## config.mk

```make
export PLATFORM = sky130hd
export DESIGN_NAME = ntlb_pre
export DESIGN_NICKNAME = d
export VERILOG_FILES = /design/src/ntlb_pkg.sv /design/src/ntlb_pre.sv
export SDC_FILE = /design/constraint.sdc
export NUM_CORES = 1
export LEC_CHECK = 0
export BUFFER_PORTS_ARGS = -buffer_cell sky130_fd_sc_hd__buf_2
export CAP_MARGIN = 20
export CORE_AREA = 2 2 243 245
export CTS_BUF_LIST = sky130_fd_sc_hd__clkbuf_4 sky130_fd_sc_hd__clkbuf_8
export CTS_CLUSTER_DIAMETER = 30
export CTS_CLUSTER_SIZE = 16
export DETAILED_ROUTE_END_ITERATION = 16
export DIE_AREA = 0 0 245 247
export SKIP_LAST_GASP = 1
export SYNTH_ARGS = -nofsm -noshare
export SYNTH_HDL_FRONTEND = slang
export SYNTH_SLANG_ARGS = --single-unit
```

## constraint.sdc

```tcl
create_clock -name clk -period 16.8 [get_ports clk]
set_input_delay 3.36 -clock clk [delete_from_list [all_inputs] [get_ports clk]]
set_output_delay 3.36 -clock clk [all_outputs]
set_load 0.01 [all_outputs]
```

## src/ntlb_pkg.sv

```systemverilog
// ntlb_pkg: payload, configuration and pipeline types shared by the NTT butterfly unit.
// No dependencies; compiled first.
`timescale 1ns / 1ps

package ntlb_pkg;

  // butterfly selector codes; the last one has no butterfly and answers zeros
  typedef enum logic [1:0] {
    MODE_FWD       = 2'd0,
    MODE_INV       = 2'd1,
    MODE_INV_FINAL = 2'd2,
    MODE_UNUSED    = 2'd3
  } mode_t;

  // configuration register indexes
  localparam int unsigned CFG_IDX_W = 3;
  localparam logic [CFG_IDX_W-1:0] CFG_MODULUS              = 3'd0;
  localparam logic [CFG_IDX_W-1:0] CFG_INV_N                = 3'd1;
  localparam logic [CFG_IDX_W-1:0] CFG_INV_N_PRECON         = 3'd2;
  localparam logic [CFG_IDX_W-1:0] CFG_INV_N_TWIDDLE        = 3'd3;
  localparam logic [CFG_IDX_W-1:0] CFG_INV_N_TWIDDLE_PRECON = 3'd4;

  typedef struct packed {
    logic [1:0]  req_type;
    logic [33:0] x_in;
    logic [33:0] y_in;
    logic [31:0] twiddle;
    logic [31:0] twiddle_precon;
  } req_t;

  typedef struct packed {
    logic [63:0] x_out;
    logic [63:0] y_out;
  } rsp_t;

  typedef struct packed {
    logic [31:0] modulus;
    logic [31:0] inv_n;
    logic [31:0] inv_n_precon;
    logic [31:0] inv_n_twiddle;
    logic [31:0] inv_n_twiddle_precon;
  } cfg_regs_t;

  // one Shoup product: val * fac - ((pre * val) >> 32) * q, mod 2^64
  typedef struct packed {
    logic [63:0] val;
    logic [31:0] fac;
    logic [31:0] pre;
  } lane_op_t;

  typedef struct packed {
    logic [1:0]  mode;
    logic [63:0] aux;
    lane_op_t    lane_x;
    lane_op_t    lane_y;
  } pre_t;

  // load enables of the four product stages
  typedef struct packed {
    logic pp;
    logic sum;
    logic quot;
    logic res;
  } mul_en_t;

endpackage

```

## src/ntlb_pre.sv

```systemverilog
// ntlb_pre: first stage; operand conditioning and product lane set-up.
// Depends on ntlb_pkg.
`timescale 1ns / 1ps

module ntlb_pre (
  input  logic               clk,
  input  logic               en,
  input  ntlb_pkg::req_t     req_i,
  input  ntlb_pkg::cfg_regs_t cfg_i,
  output ntlb_pkg::pre_t     pre_o
);

  ntlb_pkg::pre_t pre_r, pre_nxt;
  logic [63:0] q2, x64, y64, xy, xy_red, x_red, t_diff;

  always_comb begin
    q2     = {31'd0, cfg_i.modulus, 1'b0};
    x64    = {30'd0, req_i.x_in};
    y64    = {30'd0, req_i.y_in};
    xy     = x64 + y64;
    // x + y stays below 2^35, so the sign test of x + y - 2q is a plain compare
    xy_red = (xy >= q2) ? xy - q2 : xy;
    x_red  = (x64 >= q2) ? x64 - q2 : x64;
    t_diff = x64 - y64 + q2;

    pre_nxt.mode       = req_i.req_type;
    pre_nxt.aux        = '0;
    pre_nxt.lane_x.val = xy_red;
    pre_nxt.lane_x.fac = cfg_i.inv_n;
    pre_nxt.lane_x.pre = cfg_i.inv_n_precon;
    pre_nxt.lane_y.val = y64;
    pre_nxt.lane_y.fac = req_i.twiddle;
    pre_nxt.lane_y.pre = req_i.twiddle_precon;

    unique case (req_i.req_type)
      ntlb_pkg::MODE_FWD: begin
        pre_nxt.aux = x_red;
      end
      ntlb_pkg::MODE_INV: begin
        pre_nxt.aux        = xy_red;
        pre_nxt.lane_y.val = t_diff;
      end
      ntlb_pkg::MODE_INV_FINAL: begin
        pre_nxt.lane_y.val = t_diff;
        pre_nxt.lane_y.fac = cfg_i.inv_n_twiddle;
        pre_nxt.lane_y.pre = cfg_i.inv_n_twiddle_precon;
      end
      default: ;
    endcase
  end

  always_ff @(posedge clk) begin
    if (en) begin
      pre_r <= pre_nxt;
    end
  end

  assign pre_o = pre_r;

endmodule

```

Word level (Yosys, flattened, before mapping)
Cells that the tools add are included.
{"block": "totals", "ff_bits": 294, "in_bits": 296, "output_inout_bits": 322}
{"block": "op_classes", "add_sub_neg": 5, "order_cmp": 2, "eq_ne": 2, "mux": 5, "n_reduce_logical": 2}
{"op": "$mux 64", "count": 3}
{"op": "$pmux 64 s2", "count": 1}
{"op": "$add 35x34->36", "count": 1}
{"op": "$sub 35x33->36", "count": 1}
{"op": "$add 34x34->35", "count": 1}
{"op": "$ge 35x33->1", "count": 1}
{"op": "$sub 34x33->35", "count": 1}
{"op": "$sub 34x34->35", "count": 1}
{"op": "$ge 34x33->1", "count": 1}
{"op": "$mux 34", "count": 1}
{"op": "$eq 2x1->1 const B", "count": 1}
{"op": "$eq 2x2->1 const B", "count": 1}
{"op": "$logic_not 2->1", "count": 1}
{"op": "$reduce_or 2->1", "count": 1}

Longest topological paths before layout
Gate-level depths: netlist of run 1.
{"block": "depth", "word_depth": 4, "mapped_depth": 27, "ltp_nobuf": 26}

Worst setup path before layout of run 1
OpenSTA, ideal clock, no wires.
{"block": "synth_timing", "kind": "input to register", "startpoint": "input req_i[64] in the netlist's numbering", "endpoint": "register pre_r (netlist bit pre_o[286]), data pin", "setup_time_ps": 256, "arrival_time_ps": 8391, "setup_slack_ps": 8153, "stages": 24, "path_buffers": 2, "cell_sequence": "ha_1 -> fa_1 -> nor2b_1 -> or3_1 -> a311oi_2 -> nor4b_2 -> o31a_1 -> o311ai_1 -> a21oi_2 -> o41ai_1 -> xnor2_1 -> ha_1 -> a21o_1 -> a21o_1 -> a21oi_1 -> o21ai_0 -> or2_2 -> o211a_1 -> nor2_1 -> o311ai_2 -> buf_6 -> buf_6 -> mux2_1 -> a22o_1"}
{"element": "from (decl)", "line_no": "ntlb_pre.sv:8", "text": "input ntlb_pkg::req_t req_i,"}
{"element": "to (signal assigned)", "line_no": "ntlb_pre.sv:54", "text": "pre_r <= pre_nxt;"}
{"element": "to (decl)", "line_no": "ntlb_pre.sv:13", "text": "ntlb_pkg::pre_t pre_r, pre_nxt;"}

==> results of run 1 <==
-- cells in the mapped netlist (21+ instances only) --
cell / instances / area [sq um]
a21o_1: 60 / 450.4
a21oi_1: 156 / 780.8
a22o_1: 30 / 262.8
buf_4: 86 / 645.6
clkbuf_1: 52 / 195.2
edfxtp_1: 238 / 7147
ha_1: 167 / 2090
inv_1: 133 / 499.2
mux2_2: 94 / 1059
nand2_1: 120 / 450.4
nand2b_1: 21 / 131.4
nand3_1: 27 / 135.1
nor2_1: 90 / 337.8
nor3_1: 29 / 145.1
o21ai_0: 119 / 595.6
o21bai_1: 32 / 240.2
xnor2_1: 100 / 875.8
xor2_1: 41 / 359.1
-- metrics by stage --
stage,util (%),worst slack (ns)
after floorplan,-,8.153
after global placement,37.24,6.902
after CTS,39.75,7.416
after detailed placement,37.24,6.732
after global routing,39.77,7.013
final,39.84,7.335
-- layout make-up --
type	count	area [sq um]
Sequential cell	238	7147
Inverter	133	499.2
Clock inverter	44	559.3
Timing Repair Buffer	626	3166
Antenna cell	22	55.05
Tap cell	773	967.2
Clock buffer	68	898.4
Multi-Input combinational cell	1334	9912
Fill cell	5861	35040
-- power by group through the flow --
stage	clock (mW)	combinational [mW]	sequential, mW
final	0.868	1.01	0.840
after global routing	0.913	1.11	0.848
after detailed placement	0	1.00	0.850
after floorplan	0	0.630	0.868
after CTS	0.884	1.01	0.841
after global placement	0	0.989	0.853
-- cell families after synthesis --
logic type | share of synthesized area [%]
simple gates | 9.754
mux | 6.184
xor+xnor | 6.700
fa+ha+maj | 11.88
buf+inv | 7.596
flops | 38.77
compound gates | 19.11
-- worst max-delay path by stage --
| stage | slack [ns] | startpoint | end |
|---|---|---|---|
| CTS | 7.42 | req_i[64] | pre_o[265] |
| floorplan | 8.15 | req_i[64] | pre_o[286] |
| global placement | 6.90 | req_i[64] | pre_o[282] |
| finish | 7.34 | req_i[64] | pre_o[262] |
| detailed placement | 6.73 | req_i[64] | pre_o[277] |
| global route | 7.01 | req_i[64] | pre_o[263] |
-- routing by layer --
metal  part of all wire (%)  vias to the layer above
met2                     45                      753
met1                     39                     8064
li1                       -                     7848
met3                     12                      153
met4                    3.3                       32
met5                   0.27                        -
==> run summary, run 1 <==
status = completed
power after layout = 2.720 mW
Switch Pwr = 0.9707 mW
initial antenna violation count = 47
crit-path leading delay family = compound AO/OA/AOI/OAI gates
area delta synth->final = 25.88%
total number of vias = 16850
Synth warnings = 0
fin area = 23200 sq um
Wirelength per Cell = 24.32 um
CP peak stage delay = 0.57 ns
Post-CTS Resized = 0
die footprint = 60520 sq um
Crit-path slowest cell = a311oi_2
syn avg cell area = 9.953 sq um
fin crit share = 56.34%
GR Util All Layers = 24.81%
Mapped Cells = 1852
critical path type = primary input to register
Reg power frac = 30.9%
Layout Cells excl Fill = 3238
TNS Setup = 0 ns
io pins = 618
most frequent cells in the layout = buf_2, edfxtp_1, ha_1, a21oi_1, inv_1
met2 Use GR = 39.21%
gpl congestion = 0.9221
leakage = 10.49 nW
Die Height = 247 um
Synth Flop Type = edfxtp_1
worst hold slack = 2.861 ns
Clock power frac = 31.9%
largest net degree at the start of global routing = 103
WP depth = 24
CTS Buf Count = 61
fmax = 105.7 MHz
max_slew headroom = 18.18%
Yosys reg bits = 238
Starting Density = 31.65%
sequential area share after synthesis = 38.77%
unrepaired setup endpoints after global routing = no
Worst path most repeated cell = ha_1
routed vias/inst = 5.204
DRT Pass-1 Iters = 6
Synth cell types = 74
Setup crit start kind = primary input
Sw Ratio = 35.68%
layout cell share with drive strength beyond 1 = 34.75%
hold depth = 1
CTS tree = yes
pwr dens = 117.2 nW/um^2
Min-Delay Endpoint = pre_o[189]
Slew Viols, Final = 0
H-tree depth = 2
grt ovf = 0
crit-path cells = buf_2, ha_1, fa_1, nor2b_1, or3_1, a311oi_2, nor4b_2, o31a_1, o311ai_1, and2_1, o211ai_1, a221oi_1, xnor2_1, inv_1, ha_1, nand4_1, nor3_1, a41o_1, o211a_1, nor2_1, o311ai_4, buf_4, mux2_2, a22o_1
Core ar. = 58240 sq um
Post-route DRC = 0
combinational power share = 37.2%
clk sink count = 238
placed cell count = 3104
Arr. time, crit path = 9.86 ns
post-route ant nets = 0
Req. time, crit path = 17.19 ns
fin crit period = 9.465 ns
CTS Root Cell = clkbuf_8
WP buf/inv = 3
clk slew on worst S/H paths = 0.06 ns
nets = 2862
number of synthesized flops with an enable pin = 238
HP Start = cfg_i[125]
Worst VDD drop = 0.06187 mV
Placed Instance Area = 21690 sq um
Post-Syn Nets = 2320
final setup fails = 0
clock buffer depth = 3
Internal Pwr Total = 1.750 mW
first-pass GRT wire length = 108.8 mm
area of the mapped netlist = 18430 sq um
met1 usage = 31.44%
GR met3 Demand/Resource = 8.791%
asr flop ratio synth = 0%
Worst setup EP type = register
max FFs per register = 238
CTS Hold Bufs = 0
max-cap violations = 0
Routed Wire Length = 78.73 mm
most common cell after layout, fill and taps aside = buf_2
dpl hpwl = 65.59 mm
Worst Hold Class = primary input to register
crit-path max FO = 30
number of port buffers = 617
Hold Vio Cnt, Final = 0
number of post-CTS setup repair buffers = 0
busiest grt layer = met2
# rows = 89
Die W = 245 um
vias in the first global route = 16110
worst-margin pin slew = 1.218 ns
Iter 0 DRT Violations = 1422
Note: power is estimated with default switching activity, not from simulation.
==> run 2: changes to the inputs <==
==> constraint.sdc (replaced) <==
create_clock -name clk -period 8.65 [get_ports clk]
set_input_delay 1.73 -clock clk [delete_from_list [all_inputs] [get_ports clk]]
set_output_delay 1.73 -clock clk [all_outputs]
set_load 0.01 [all_outputs]
==> run summary, run 2 (synthesis results as in run 1) <==
leakage = 10.56 nW (was 10.49 nW)
vias in the first global route = 16100 (was 16110)
layout cell share with drive strength beyond 1 = 35.25% (was 34.75%)
worst hold slack = 1.272 ns (was 2.861 ns)
Worst setup EP type = register (unchanged)
number of port buffers = 617 (unchanged)
# rows = 89 (unchanged)
critical path type = primary input to register (unchanged)
max-cap violations = 0 (unchanged)
io pins = 618 (unchanged)
max FFs per register = 238 (unchanged)
initial antenna violation count = 46 (was 47)
clk slew on worst S/H paths = 0.06 ns (about the same)
post-route ant nets = 0 (unchanged)
routed vias/inst = 5.164 (was 5.204)
Critical Path End = pre_o[260] (was pre_o[262])
Arr. time, crit path = 7.84 ns (was 9.86 ns)
total number of vias = 16770 (was 16850)
Die Height = 247 um (unchanged)
dpl hpwl = 66.07 mm (was 65.59 mm)
CTS Buf Count = 67 (was 61)
clk sink count = 238 (unchanged)
Hold Vio Cnt, Final = 0 (unchanged)
largest net degree at the start of global routing = 121 (was 103)
pwr dens = 230.5 nW/um^2 (was 117.2 nW/um^2)
most frequent cells in the layout = buf_2, edfxtp_1, ha_1, a21oi_1, inv_1 (unchanged)
Slew Viols, Final = 0 (unchanged)
first-pass GRT wire length = 110.0 mm (was 108.8 mm)
Core ar. = 58240 sq um (unchanged)
fin crit period = 7.479 ns
worst-margin pin slew = 1.137 ns (was 1.218 ns)
Iter 0 DRT Violations = 1151 (was 1422)
crit-path max FO = 25 (was 30)
Routed Wire Length = 79.22 mm (was 78.73 mm)
final setup fails = 0 (unchanged)
Wirelength per Cell = 24.39 um (was 24.32 um)
most common cell after layout, fill and taps aside = buf_2 (unchanged)
CTS Root Cell = clkbuf_8 (unchanged)
Crit-path slowest cell = o311ai_1 (was a311oi_2)
fmax = 133.7 MHz
gpl congestion = 0.9471 (was 0.9221)
Post-CTS Resized = 0 (unchanged)
DRT Pass-1 Iters = 5 (was 6)
die footprint = 60520 sq um (unchanged)
Die W = 245 um (unchanged)
unrepaired setup endpoints after global routing = no (unchanged)
Req. time, crit path = 9.01 ns (was 17.19 ns)
H-tree depth = 3 (was 2)
clock buffer depth = 3 (unchanged)
Worst Hold Class = primary input to register (unchanged)
Worst VDD drop = 0.2046 mV (was 0.06187 mV)
nets = 2873 (was 2862)
number of post-CTS setup repair buffers = 0 (unchanged)
TNS Setup = 0 ns (unchanged)
Setup crit start kind = primary input (unchanged)
Core Util, Final = 40.07% (was 39.84%)
CP startpoint = req_i[64] (unchanged)
status = completed (unchanged)
fin crit share = 86.47%
max_slew headroom = 23.64% (was 18.18%)
GR Util All Layers = 25.25% (was 24.81%)
Post-route DRC = 0 (unchanged)
area delta synth->final = 26.62% (was 25.88%)
CTS tree = yes (unchanged)
CP peak stage delay = 0.56 ns (was 0.57 ns)
grt ovf = 0 (unchanged)
CTS Hold Bufs = 0 (unchanged)
Starting Density = 31.65% (unchanged)
[run 2: power breakdown]
group	switching [mW]	internal [mW]	leakage, nW
sequential	0.110	1.52	2.32
clock	0.657	1.10	0.761
combinational	1.17	0.828	7.47
[run 2: area by class of cell]
| class | instances | area, sq um |
|---|---|---|
| diodes | 18 | 45.04 |
| clock buffers | 71 | 958.4 |
| clock inverters | 50 | 584.3 |
| fillers | 5779 | 34900 |
| inverters | 133 | 499.2 |
| multi-input cells | 1334 | 9912 |
| flip-flops and latches | 238 | 7147 |
| well taps | 773 | 967.2 |
| repair buffers | 631 | 3226 |
[run 2: routing by layer]
layer	global-route usage [%]	wire length [um]
met5	0	214
met4	8.519	2388
met3	8.303	9160
met2	40.72	35880
met1	31.68	31570
[run 2: how the worst min path moves through the flow]
stage / from / depth (start not counted) / slack [ns] / endpoint
after floorplan: cfg_i[64] / 0 / 1.83 / pre_o[128]
after global placement: cfg_i[82] / 1 / 1.91 / pre_o[146]
after detailed placement: cfg_i[105] / 1 / 1.91 / pre_o[169]
after CTS: cfg_i[103] / 1 / 1.20 / pre_o[167]
after global routing: cfg_i[70] / 1 / 1.22 / pre_o[134]
final: cfg_i[126] / 1 / 1.27 / pre_o[190]
[run 2: metrics by stage]
stage | cell area, sq um | cells | setup WS, ns | total power, mW
global route | 23310 | 3236 | 0.8930 | 5.672
CTS | 23290 | 3230 | 1.264 | 5.402
global placement | 21750 | 3108 | 0.7243 | 3.603
detailed placement | 21750 | 3109 | 0.5974 | 3.614
finish | 23340 | 3248 | 1.171 | 5.379
floorplan | 18430 | 1852 | 1.633 | 2.909
[run 2: critical path, delay by kind of cell]
kind / cells / cell delay [ns]
xor gates and xnor gates: 1 / 0.24
and+or+nand+nor: 7 / 1.21
buffers and inverters: 3 / 0.47
adders and majority gates: 3 / 0.85
muxes: 1 / 0.31
AOI/OAI and AO/OA: 11 / 2.97
